==> src/rpc_pkg.sv <==
`default_nettype none

package rpc_pkg;

  // Table and pool dimensions
  localparam int unsigned SLOT_COUNT   = 32;
  localparam int unsigned BUFFER_COUNT = 8;
  localparam int unsigned BUFFER_BYTES = 256;

  // Field widths of the request and response channels
  localparam int unsigned CmdW    = 3;
  localparam int unsigned SeqW    = 8;
  localparam int unsigned LenInW  = 10;
  localparam int unsigned OffW    = 8;
  localparam int unsigned ByteW   = 8;
  localparam int unsigned StatusW = 3;
  localparam int unsigned LenW    = 9;
  localparam int unsigned CntW    = 6;

  // Derived widths
  localparam int unsigned SlotW   = (SLOT_COUNT > 1) ? $clog2(SLOT_COUNT) : 1;
  localparam int unsigned BufW    = 4;
  localparam int unsigned BufIdxW = (BUFFER_COUNT > 1) ? $clog2(BUFFER_COUNT) : 1;
  localparam int unsigned MemDepth = BUFFER_COUNT * BUFFER_BYTES;
  localparam int unsigned AddrW   = $clog2(MemDepth);
  localparam int unsigned CmpW    = 11;

  localparam logic [BufW-1:0] NO_BUFFER = 4'hF;

  typedef enum logic [CmdW-1:0] {
    CmdInsert = 3'd0,
    CmdWrite  = 3'd1,
    CmdFree   = 3'd2,
    CmdRead   = 3'd3,
    CmdClear  = 3'd4
  } cmd_e;

  typedef enum logic [StatusW-1:0] {
    StOk        = 3'd0,
    StIgnored   = 3'd1,
    StTooLarge  = 3'd2,
    StExhausted = 3'd3,
    StMiss      = 3'd4
  } status_e;

  typedef struct packed {
    logic [CmdW-1:0]   cmd;
    logic [SeqW-1:0]   seq;
    logic [LenInW-1:0] length;
    logic [OffW-1:0]   offset;
    logic [ByteW-1:0]  data_byte;
  } item_t;

  typedef struct packed {
    logic [StatusW-1:0] status;
    logic               hit;
    logic [LenW-1:0]    length_out;
    logic               data_sel;
    logic               slot_used;
    logic [CntW-1:0]    pending_total;
    logic               has_room;
  } result_t;

  typedef struct packed {
    logic             en;
    logic             we;
    logic [AddrW-1:0] addr;
    logic [ByteW-1:0] wdata;
  } mem_op_t;

endpackage

`default_nettype wire

==> src/rpc_slot_table.sv <==
`default_nettype none

module rpc_slot_table (
  input  logic             clk_i,
  input  logic             rst_ni,
  input  logic             commit_i,
  input  rpc_pkg::item_t   item_i,
  output rpc_pkg::result_t res_o,
  output rpc_pkg::mem_op_t mem_o
);

  logic [rpc_pkg::SLOT_COUNT-1:0]   valid_q, valid_d;
  logic [rpc_pkg::BufW-1:0]         buf_q [rpc_pkg::SLOT_COUNT];
  logic [rpc_pkg::BufW-1:0]         buf_d [rpc_pkg::SLOT_COUNT];
  logic [rpc_pkg::LenW-1:0]         len_q [rpc_pkg::SLOT_COUNT];
  logic [rpc_pkg::LenW-1:0]         len_d [rpc_pkg::SLOT_COUNT];
  logic [rpc_pkg::BUFFER_COUNT-1:0] busy_q, busy_d, busy_rel;
  logic [rpc_pkg::CntW-1:0]         cnt_q, cnt_d, cnt_rel;

  logic [rpc_pkg::SlotW-1:0]   idx;
  logic                        in_range;
  logic                        cur_valid;
  logic [rpc_pkg::BufW-1:0]    cur_buf;
  logic [rpc_pkg::LenW-1:0]    cur_len;
  logic                        cur_has_buf;
  logic                        off_ok;
  logic [rpc_pkg::BufIdxW-1:0] pick;
  logic                        found;
  logic [rpc_pkg::AddrW-1:0]   addr;

  assign idx       = item_i.seq[rpc_pkg::SlotW-1:0];
  assign in_range  = rpc_pkg::CmpW'(item_i.seq) < rpc_pkg::CmpW'(rpc_pkg::SLOT_COUNT);
  assign cur_valid = valid_q[idx];
  assign cur_buf   = buf_q[idx];
  assign cur_len   = len_q[idx];
  assign cur_has_buf = rpc_pkg::CmpW'(cur_buf) < rpc_pkg::CmpW'(rpc_pkg::BUFFER_COUNT);
  assign off_ok    = (rpc_pkg::LenW'(item_i.offset) < cur_len) &&
                     (rpc_pkg::CmpW'(item_i.offset) < rpc_pkg::CmpW'(rpc_pkg::BUFFER_BYTES));
  assign addr      = rpc_pkg::AddrW'(cur_buf[rpc_pkg::BufIdxW-1:0]) *
                     rpc_pkg::AddrW'(rpc_pkg::BUFFER_BYTES) +
                     rpc_pkg::AddrW'(item_i.offset);

  // Release whatever the addressed slot holds.
  always_comb begin
    busy_rel = busy_q;
    if (cur_valid && cur_has_buf) begin
      busy_rel[cur_buf[rpc_pkg::BufIdxW-1:0]] = 1'b0;
    end
    cnt_rel = (cur_valid && cnt_q != '0) ? cnt_q - 1'b1 : cnt_q;
  end

  // Lowest free buffer after release.
  always_comb begin
    pick  = '0;
    found = 1'b0;
    for (int i = rpc_pkg::BUFFER_COUNT - 1; i >= 0; i--) begin
      if (!busy_rel[i]) begin
        pick  = rpc_pkg::BufIdxW'(i);
        found = 1'b1;
      end
    end
  end

  always_comb begin
    valid_d = valid_q;
    buf_d   = buf_q;
    len_d   = len_q;
    busy_d  = busy_q;
    cnt_d   = cnt_q;
    res_o   = '0;
    res_o.status = rpc_pkg::StOk;
    mem_o   = '0;
    mem_o.addr  = addr;
    mem_o.wdata = item_i.data_byte;

    if (item_i.cmd == rpc_pkg::CmdClear) begin
      valid_d = '0;
      for (int s = 0; s < rpc_pkg::SLOT_COUNT; s++) begin
        buf_d[s] = rpc_pkg::NO_BUFFER;
        len_d[s] = '0;
      end
      busy_d = '0;
      cnt_d  = '0;
    end else if (!in_range) begin
      res_o.status = rpc_pkg::StIgnored;
    end else begin
      unique case (item_i.cmd)
        rpc_pkg::CmdInsert, rpc_pkg::CmdFree: begin
          valid_d[idx] = 1'b0;
          buf_d[idx]   = rpc_pkg::NO_BUFFER;
          len_d[idx]   = '0;
          busy_d       = busy_rel;
          cnt_d        = cnt_rel;
          if (item_i.cmd == rpc_pkg::CmdInsert) begin
            if (item_i.length == '0) begin
              valid_d[idx] = 1'b1;
              cnt_d        = cnt_rel + 1'b1;
            end else if (rpc_pkg::CmpW'(item_i.length) >
                         rpc_pkg::CmpW'(rpc_pkg::BUFFER_BYTES)) begin
              res_o.status = rpc_pkg::StTooLarge;
            end else if (!found) begin
              res_o.status = rpc_pkg::StExhausted;
            end else begin
              busy_d[pick] = 1'b1;
              valid_d[idx] = 1'b1;
              buf_d[idx]   = rpc_pkg::BufW'(pick);
              len_d[idx]   = rpc_pkg::LenW'(item_i.length);
              cnt_d        = cnt_rel + 1'b1;
            end
          end
        end
        rpc_pkg::CmdWrite: begin
          if (cur_valid && cur_has_buf && off_ok) begin
            mem_o.en = 1'b1;
            mem_o.we = 1'b1;
          end else begin
            res_o.status = rpc_pkg::StMiss;
          end
        end
        rpc_pkg::CmdRead: begin
          if (cur_valid && cur_has_buf && cur_len != '0) begin
            res_o.hit        = 1'b1;
            res_o.length_out = cur_len;
            if (off_ok) begin
              mem_o.en       = 1'b1;
              res_o.data_sel = 1'b1;
            end
          end else begin
            res_o.status = rpc_pkg::StMiss;
          end
        end
        default: begin
          res_o.status = rpc_pkg::StIgnored;
        end
      endcase
    end

    res_o.slot_used     = (item_i.cmd != rpc_pkg::CmdClear) && in_range && valid_d[idx];
    res_o.pending_total = cnt_d;
    res_o.has_room      = (rpc_pkg::CmpW'(cnt_d) < rpc_pkg::CmpW'(rpc_pkg::SLOT_COUNT)) &&
                          !(&busy_d);
    mem_o.en = mem_o.en && commit_i;
  end

  always_ff @(posedge clk_i or negedge rst_ni) begin
    if (!rst_ni) begin
      valid_q <= '0;
      for (int s = 0; s < rpc_pkg::SLOT_COUNT; s++) begin
        buf_q[s] <= rpc_pkg::NO_BUFFER;
        len_q[s] <= '0;
      end
      busy_q <= '0;
      cnt_q  <= '0;
    end else if (commit_i) begin
      valid_q <= valid_d;
      buf_q   <= buf_d;
      len_q   <= len_d;
      busy_q  <= busy_d;
      cnt_q   <= cnt_d;
    end
  end

endmodule

`default_nettype wire
==> config.mk <==
export PLATFORM = sky130hd
export DESIGN_NAME = rpc_slot_table
export DESIGN_NICKNAME = d
export VERILOG_FILES = /design/src/rpc_pkg.sv /design/src/rpc_slot_table.sv
export SDC_FILE = /design/constraint.sdc
export NUM_CORES = 1
export LEC_CHECK = 0
export ABC_AREA = 1
export BUFFER_PORTS_ARGS = -buffer_cell sky130_fd_sc_hd__buf_2
export CAP_MARGIN = 25
export CORE_ASPECT_RATIO = 0.75
export CORE_UTILIZATION = 35
export DETAILED_ROUTE_END_ITERATION = 7
export GPL_TIMING_DRIVEN = 0
export MAX_ROUTING_LAYER = met4
export PLACE_DENSITY_LB_ADDON = 0.25
export SLEW_MARGIN = 10
export SYNTH_ARGS = -nofsm -noshare
export SYNTH_HDL_FRONTEND = slang
export SYNTH_SLANG_ARGS = --single-unit
==> constraint.sdc <==
create_clock -name clk_i -period 2.7 [get_ports clk_i]
set_clock_uncertainty 0.2 [all_clocks]
set_input_delay 0 -clock clk_i [delete_from_list [all_inputs] [get_ports clk_i]]
set_output_delay 0 -clock clk_i [all_outputs]
set_load 0.005 [all_outputs]
==> flow_metrics.env, run 1 <==
export IMPL_vias=29630
export IMPL_numCtsBuffers=51
export IMPL_ant_nets=0
export IMPL_synthCells=3627
export IMPL_syn_num_nets=3676
export IMPL_finalSetupViolCount=485
export IMPL_drt_initial_drc_count=4623
export IMPL_ys_ff_latch=462
export IMPL_totalWireLength_um=130800
export IMPL_path_clk_slew_ns=0.07
export IMPL_ys_warnings_count=0
export IMPL_p_seq_share_pct=41.4
export IMPL_tightest_slew_ns=1.348
export IMPL_rsz0062_at_grt="yes"
export IMPL_ys_seq_area_share_pct=43.98
export IMPL_p_switching_mw=5.673
export IMPL_drtPass1Iterations=7
export IMPL_place_gp_congestion=1.024
export IMPL_layout_min_cycle_time_ns=4.133
export IMPL_whs_ns=-0.2881
export IMPL_io_pins=83
export IMPL_critical_path_startpoint_type="input port"
export IMPL_fp_dieW_um=320.6
export IMPL_overflow=0
export IMPL_cts_tree="yes"
export IMPL_yosys_area_top_type="dfrtp_1"
export IMPL_fp_row_count=87
export IMPL_yosysUniqueCellTypes=41
export IMPL_arrival_ns=3.93
export IMPL_synth_top_area_share_pct=31.36
export IMPL_async_flop_share_pct=100.0
export IMPL_power_density_nw_per_um2=537.8
export IMPL_wire_per_inst_um=26.24
export IMPL_die_h_um=241.0
export IMPL_timing_final_max_slew_violations=0
export IMPL_synth_area_leaders="dfrtp_1 31%, nand2_1 13%, dfstp_2 13%"
export IMPL_cts_root_buf="clkbuf_16"
export IMPL_design_die_area_um2=77260
export IMPL_cts_htree_levels=2
export IMPL_critical_path_required_ns=2.50
export IMPL_drv_cap=0
export IMPL_fin_cells=4987
export IMPL_via_per_inst=5.942
export IMPL_grt_start_max_net_pins=102
export IMPL_cp_max_fo=10
export IMPL_internal_power_mw=12.77
export IMPL_fin_ws_ns=-1.433
export IMPL_clk_path_buf_depth=3
export IMPL_cts_sinks=462
export IMPL_fill_cells=7460
export IMPL_grt_pass1_wl_um=187100
export IMPL_grt_usage_pct=34.10
export IMPL_violations="hold timing, setup timing"
export IMPL_area_growth_pct=28.64
export IMPL_core_area_um2=75220
export IMPL_ff2ff_setup_slack_ns=-1.35
export IMPL_remaining_drc_errors=0
export IMPL_p_leak_nw=14.54
export IMPL_dp_hpwl_um=93130
export IMPL_dpl_worst_slack_ns=-3.326
export IMPL_finalCritPeriodShare_pct=153.1
export IMPL_hold_viol=7
export IMPL_hp_class="input port to flip-flop"
export IMPL_clockPowerShare_pct=40.2
export IMPL_tns_ns=-335.87
export IMPL_antenna_found_initial=2
export IMPL_p_sw_share_pct=30.77
export IMPL_path_class="input port to output port"
export IMPL_end_kind="output port"
export IMPL_synth_area_um2=26650
export IMPL_start_util_pct=35.43
export IMPL_ys_flop_type="dfrtp_1"
export IMPL_syn_area_per_cell_um2=7.347
export IMPL_clkLatencyLatePin_ns=0.64
export IMPL_portBuffers=72
export IMPL_pwr_share_comb_pct=18.4
export IMPL_synth_edf_count=0
export IMPL_nets=3971
export IMPL_status="finished with violations"
export IMPL_irDropWorstVdd_mv=0.5296
export IMPL_fmax_mhz=241.9
export IMPL_fin_util_pct=45.58
export IMPL_max_slew_margin_pct=9.833
export IMPL_grt_pass1_vias=26570
export IMPL_post_place_cells=4735
export IMPL_drive_gt1_share_pct=22.58
## state kept, by name (all words and copies together), names as in the netlist
| register | flops |
|---|---|
| busy_q | 8 |
| valid_q | 32 |
| cnt_q | 6 |
| len_q | 288 |
| buf_q | 128 |
## worst max-delay path, cell delays in order
cell and delay [ns]:
buf_4 0.17, inv_1 0.16, nor3_4 0.60, clkbuf_4 0.48, inv_1 0.19, nor2_2 0.91
inv_1 0.23, nor2_1 0.20, nor2_1 0.06, nor2_1 0.08, nand2_1 0.08, nand2_1 0.09
nand2_1 0.06, nor2_1 0.12, nand2_1 0.06, nor2_1 0.09, nand2_1 0.08, nor2_1 0.12
buf_2 0.12
## worst paths after layout
path                       depth (start not counted)                  start                endpoint
max                                               19             item_i[28]                res_o[7]
min                                                6             item_i[36]  valid_q[6]$_DFFE_PN0P_
max reg2reg                                       31  buf_q[48]$_DFFE_PN1P_  valid_q[1]$_DFFE_PN0P_
min reg2reg                                        2  busy_q[1]$_DFFE_PN0P_   busy_q[1]$_DFFE_PN0P_
max in group asynchronous                          5                 rst_ni    cnt_q[5]$_DFFE_PN0P_
min in group asynchronous                          3                 rst_ni   len_q[43]$_DFFE_PN0P_
## cell families after synthesis
group                      synth area share [%]
AOI/OAI and AO/OA                         25.31
buffers and inverters                     10.24
DFF                                       43.98
adders and majority gates                0.4226
and+or+nand+nor                           19.94
xor gates and xnor gates                0.09861
## metal layers
metal	track usage, %	wire length, um
met1	47.25	54300
met2	45.28	51310
met3	12.28	20060
met4	11.21	5169
met5	-	0
## power groups by stage
| stage | combinational [mW] | sequential [mW] | clock (mW) |
|---|---|---|---|
| floorplan | 1.56 | 7.66 | 0 |
| global placement | 2.52 | 7.72 | 0 |
| detailed placement | 2.58 | 7.72 | 0 |
| CTS | 2.99 | 7.61 | 7.37 |
| global route | 3.59 | 7.67 | 7.66 |
| finish | 3.39 | 7.63 | 7.42 |
## area by class of cell
type	instances	area, um^2	area share (%)
clock buffers	71	1453	4.237
inverters	410	1574	4.591
flip-flops and latches	462	11720	34.19
clock inverters	23	231.5	0.6752
diodes	1	2.502	0.007299
multi-input cells	2483	14030	40.93
well taps	1023	1280	3.734
plain buffers	272	1849	5.394
repair buffers	242	2141	6.245
## cell usage in the layout (no fill, tap or decap), types with 18 or more instances in the layout
cell           synthesis  layout
nand3_1               42      28
dfrtp_1              334     334
o21ai_2                0      44
nor2_2                10      23
o22ai_2                0      63
o22ai_1              482     413
nor2_1               272     227
clkbuf_2               0      18
buf_12                 0      32
inv_1                397     360
clkbuf_1             186     149
buf_4                 29     127
dfstp_2              128     128
nand2_2               15      50
o21ai_0              458     310
a2bb2oi_1             96      93
nor2_4                 1      33
buf_2                 19      76
nand2_4                0      24
clkbuf_16              0      57
a21oi_1               38      31
nand4_1               34      34
o21ai_1                8     106
buf_6                  5      27
dlygate4sd3_1          0      32
nand2_1              939     864
a22oi_1               34      33
buf_1                 33      20
clkbuf_8               0      22
inv_2                  8      38
## Yosys cell counts (2+ instances only)
cell type	number
nand2_1	939
o22ai_1	482
o21ai_0	458
inv_1	397
dfrtp_1	334
nor2_1	272
clkbuf_1	186
dfstp_2	128
a2bb2oi_1	96
nand3_1	42
a21oi_1	38
a22oi_1	34
nand4_1	34
buf_1	33
buf_4	29
buf_2	19
nor3_1	16
nand2_2	15
nor2_2	10
ha_1	9
inv_2	8
o21ai_1	8
buf_6	5
clkinv_1	5
nor3_2	4
nor4_1	3
xor2_1	3
a31oi_1	2
nand3_2	2
o211ai_1	2
o221ai_1	2
o31ai_1	2
or2_2	2
## what timing repair did
| action | 4_1_cts | 5_1_grt |
|---|---|---|
| cloned | 3 | 3 |
| pin swaps | 79 | 90 |
| hold buffers | 31 | 1 |
| endpoints found under the hold margin | 300 | 7 |
| gates resized for setup | 451 | 346 |
| endpoints found under the setup margin | 485 | 486 |
| buffers inserted | 70 | 48 |
## stage by stage
step           area (um^2)  power [mW]
2_1_floorplan        26790       9.225
3_3_place_gp         28430       10.24
3_5_place_dp         28660       10.30
4_1_cts              32690       17.97
5_1_grt              34280       18.92
6_report             34280       18.44
Power figures use the tool's default switching activity.
==> run 2, diff against run 1 <==
Clock period 2.7 ns to 4.99 ns, I/O delays scaled along.
==> flow_metrics.env, run 2 (synthesis results as in run 1) <==
export IMPL_max_stage_delay_ns=0.51
export IMPL_fin_util_pct=41.03
export IMPL_reg2reg_from="buf_q[8]$_DFFE_PN1P_"
export IMPL_antennaDiodeCount=0
export IMPL_rsz0062_at_grt="yes"
export IMPL_cts_root_buf="clkbuf_16"
export IMPL_largest_reg_flops=288
export IMPL_path_class="input port to output port"
export IMPL_totalWireLength_um=125200
export IMPL_critPathCapture="mem_o[20]"
export IMPL_hold_start="item_i[8]"
export IMPL_status="finished with violations"
export IMPL_p_total_mw=9.799
export IMPL_cts_sinks=462
export IMPL_r2r_end="busy_q[6]$_DFFE_PN0P_"
export IMPL_hold_viol=0
export IMPL_ff2ff_setup_slack_ns=0.62
export IMPL_via_per_inst=5.891
export IMPL_start_util_pct=35.43
export IMPL_ff2ff_path_depth=26
export IMPL_portBuffers=72
export IMPL_p_seq_share_pct=42.1
export IMPL_drv_cap=0
export IMPL_dp_hpwl_um=92840
export IMPL_finalCritPeriodShare_pct=102.0
export IMPL_crit_slowest_cell="o21ai_0"
export IMPL_critical_path_startpoint="item_i[27]"
export IMPL_grt_pass1_vias=25450
export IMPL_regMostFlops="len_q"
export IMPL_drtPass1Iterations=7
export IMPL_p_leak_nw=13.26
export IMPL_cpMostUsedCell="buf_2"
export IMPL_vias=28700
export IMPL_p_sw_share_pct=30.12
export IMPL_antenna_found_initial=1
export IMPL_cp_max_fo=10
export IMPL_wire_per_inst_um=25.71
export IMPL_fp_row_count=87
export IMPL_crit_chain="buf_2 > buf_2 > clkbuf_4 > nor2_4 > inv_2 > buf_2 > buf_2 > o22ai_1 > o21ai_0 > nand4_1 > nor2_1 > ha_1 > nand2_1 > o21ai_0 > a221oi_1 > buf_4 > nand2_1 > o21a_1 > nor4_1 > buf_2"
export IMPL_clockPowerShare_pct=42.8
export IMPL_overflow=0
export IMPL_fp_dieW_um=320.6
export IMPL_timing_final_max_slew_violations=0
export IMPL_fin_ws_ns=-0.09848
export IMPL_grt_start_max_net_pins=105
export IMPL_layout_common_cells="938 x nand2_1, 482 x o22ai_1, 439 x o21ai_0"
export IMPL_finalSetupViolCount=2
export IMPL_numCtsBuffers=51
export IMPL_nets=3855
export IMPL_end_kind="output port"
export IMPL_max_slew_margin_pct=16.72
export IMPL_dpl_worst_slack_ns=-0.7664
export IMPL_critical_path_startpoint_type="input port"
export IMPL_remaining_drc_errors=0
export IMPL_internal_power_mw=6.847
export IMPL_clk_path_buf_depth=3
export IMPL_grt_usage_pct=32.69
export IMPL_tightest_slew_ns=1.249
export IMPL_place_gp_congestion=1.020
export IMPL_area_growth_pct=15.79
export IMPL_drt_initial_drc_count=4289
export IMPL_tns_ns=-0.1186
export IMPL_fmax_mhz=196.5
export IMPL_final_common_cell="nand2_1"
export IMPL_hp_class="input port to output port"
export IMPL_drive_gt1_share_pct=11.51
export IMPL_largestRegisters="len_q (288), buf_q (128), valid_q (32)"
export IMPL_grt_pass1_wl_um=178800
export IMPL_p_switching_mw=2.951
export IMPL_ant_nets=0
export IMPL_arrival_ns=4.89
export IMPL_hold_depth=3
export IMPL_pwr_share_comb_pct=15.2
export IMPL_cts_tree="yes"
export IMPL_critical_path_required_ns=4.79
export IMPL_cts_htree_levels=2
export IMPL_core_area_um2=75220
export IMPL_layout_min_cycle_time_ns=5.088
export IMPL_violations="setup timing"
export IMPL_io_pins=83
export IMPL_design_die_area_um2=77260
export IMPL_irDropWorstVdd_mv=0.2702
export IMPL_whs_ns=0.07053
export IMPL_clkLatencyLatePin_ns=0.65
export IMPL_die_h_um=241.0
export IMPL_power_density_nw_per_um2=317.5
==> run 2: per-stage QoR <==
| step | instance area, um^2 | std cells |
|---|---|---|
| finish | 30860 | 4871 |
| global route | 30860 | 4871 |
| CTS | 30770 | 4865 |
| detailed placement | 28570 | 4738 |
| global placement | 28290 | 4722 |
| floorplan | 26650 | 3627 |
==> run 2: worst min path at each step <==
stage | to | slack [ns]
after floorplan | busy_q[0]$_DFFE_PN0P_ | -0.50
after global placement | mem_o[4] | -0.03
after detailed placement | len_q[42]$_DFFE_PN0P_ | -0.27
after CTS | mem_o[8] | 0.08
after global routing | mem_o[8] | 0.08
final | mem_o[8] | 0.07
==> run 2: layer usage <==
| layer | global-route usage, % | vias to the layer above | wire length, um |
|---|---|---|---|
| met5 | - | - | 0 |
| met1 | 46.38 | 13800 | 53340 |
| met3 | 10.18 | 296 | 18000 |
| met2 | 42.76 | 1958 | 48770 |
| met4 | 12.05 | 0 | 5138 |
| li1 | - | 12640 | - |
==> run 2: layout make-up <==
class	instances	area [um^2]
fillers	7828	44360
multi-input cells	2483	12250
flip-flops and latches	462	11720
clock buffers	73	1551
inverters	410	1539
well taps	1023	1280
plain buffers	272	1259
repair buffers	126	1012
clock inverters	22	246.5
==> run 2: critical path, delay by kind of cell <==
family	cells	cell delay (ns)
compound gates	5	1.25
simple gates	6	1.13
buf+inv	8	2.18
fa+ha+maj	1	0.29
==> run 2: power by group through the flow <==
stage	sequential, mW	combinational [mW]	clock, mW
floorplan	4.15	0.837	0
global placement	4.18	1.36	0
detailed placement	4.18	1.39	0
CTS	4.12	1.42	4.19
global route	4.14	1.59	4.32
finish	4.12	1.48	4.19
==> run 2: what timing repair did <==
action / 4_1_cts / 5_1_grt
hold endpoints to repair: 374 / 0
resized for setup: 61 / 22
setup buffers: 0 / 2
hold buffers: 32 / 0
pin swaps: 0 / 1
setup endpoints to repair: 13 / 33
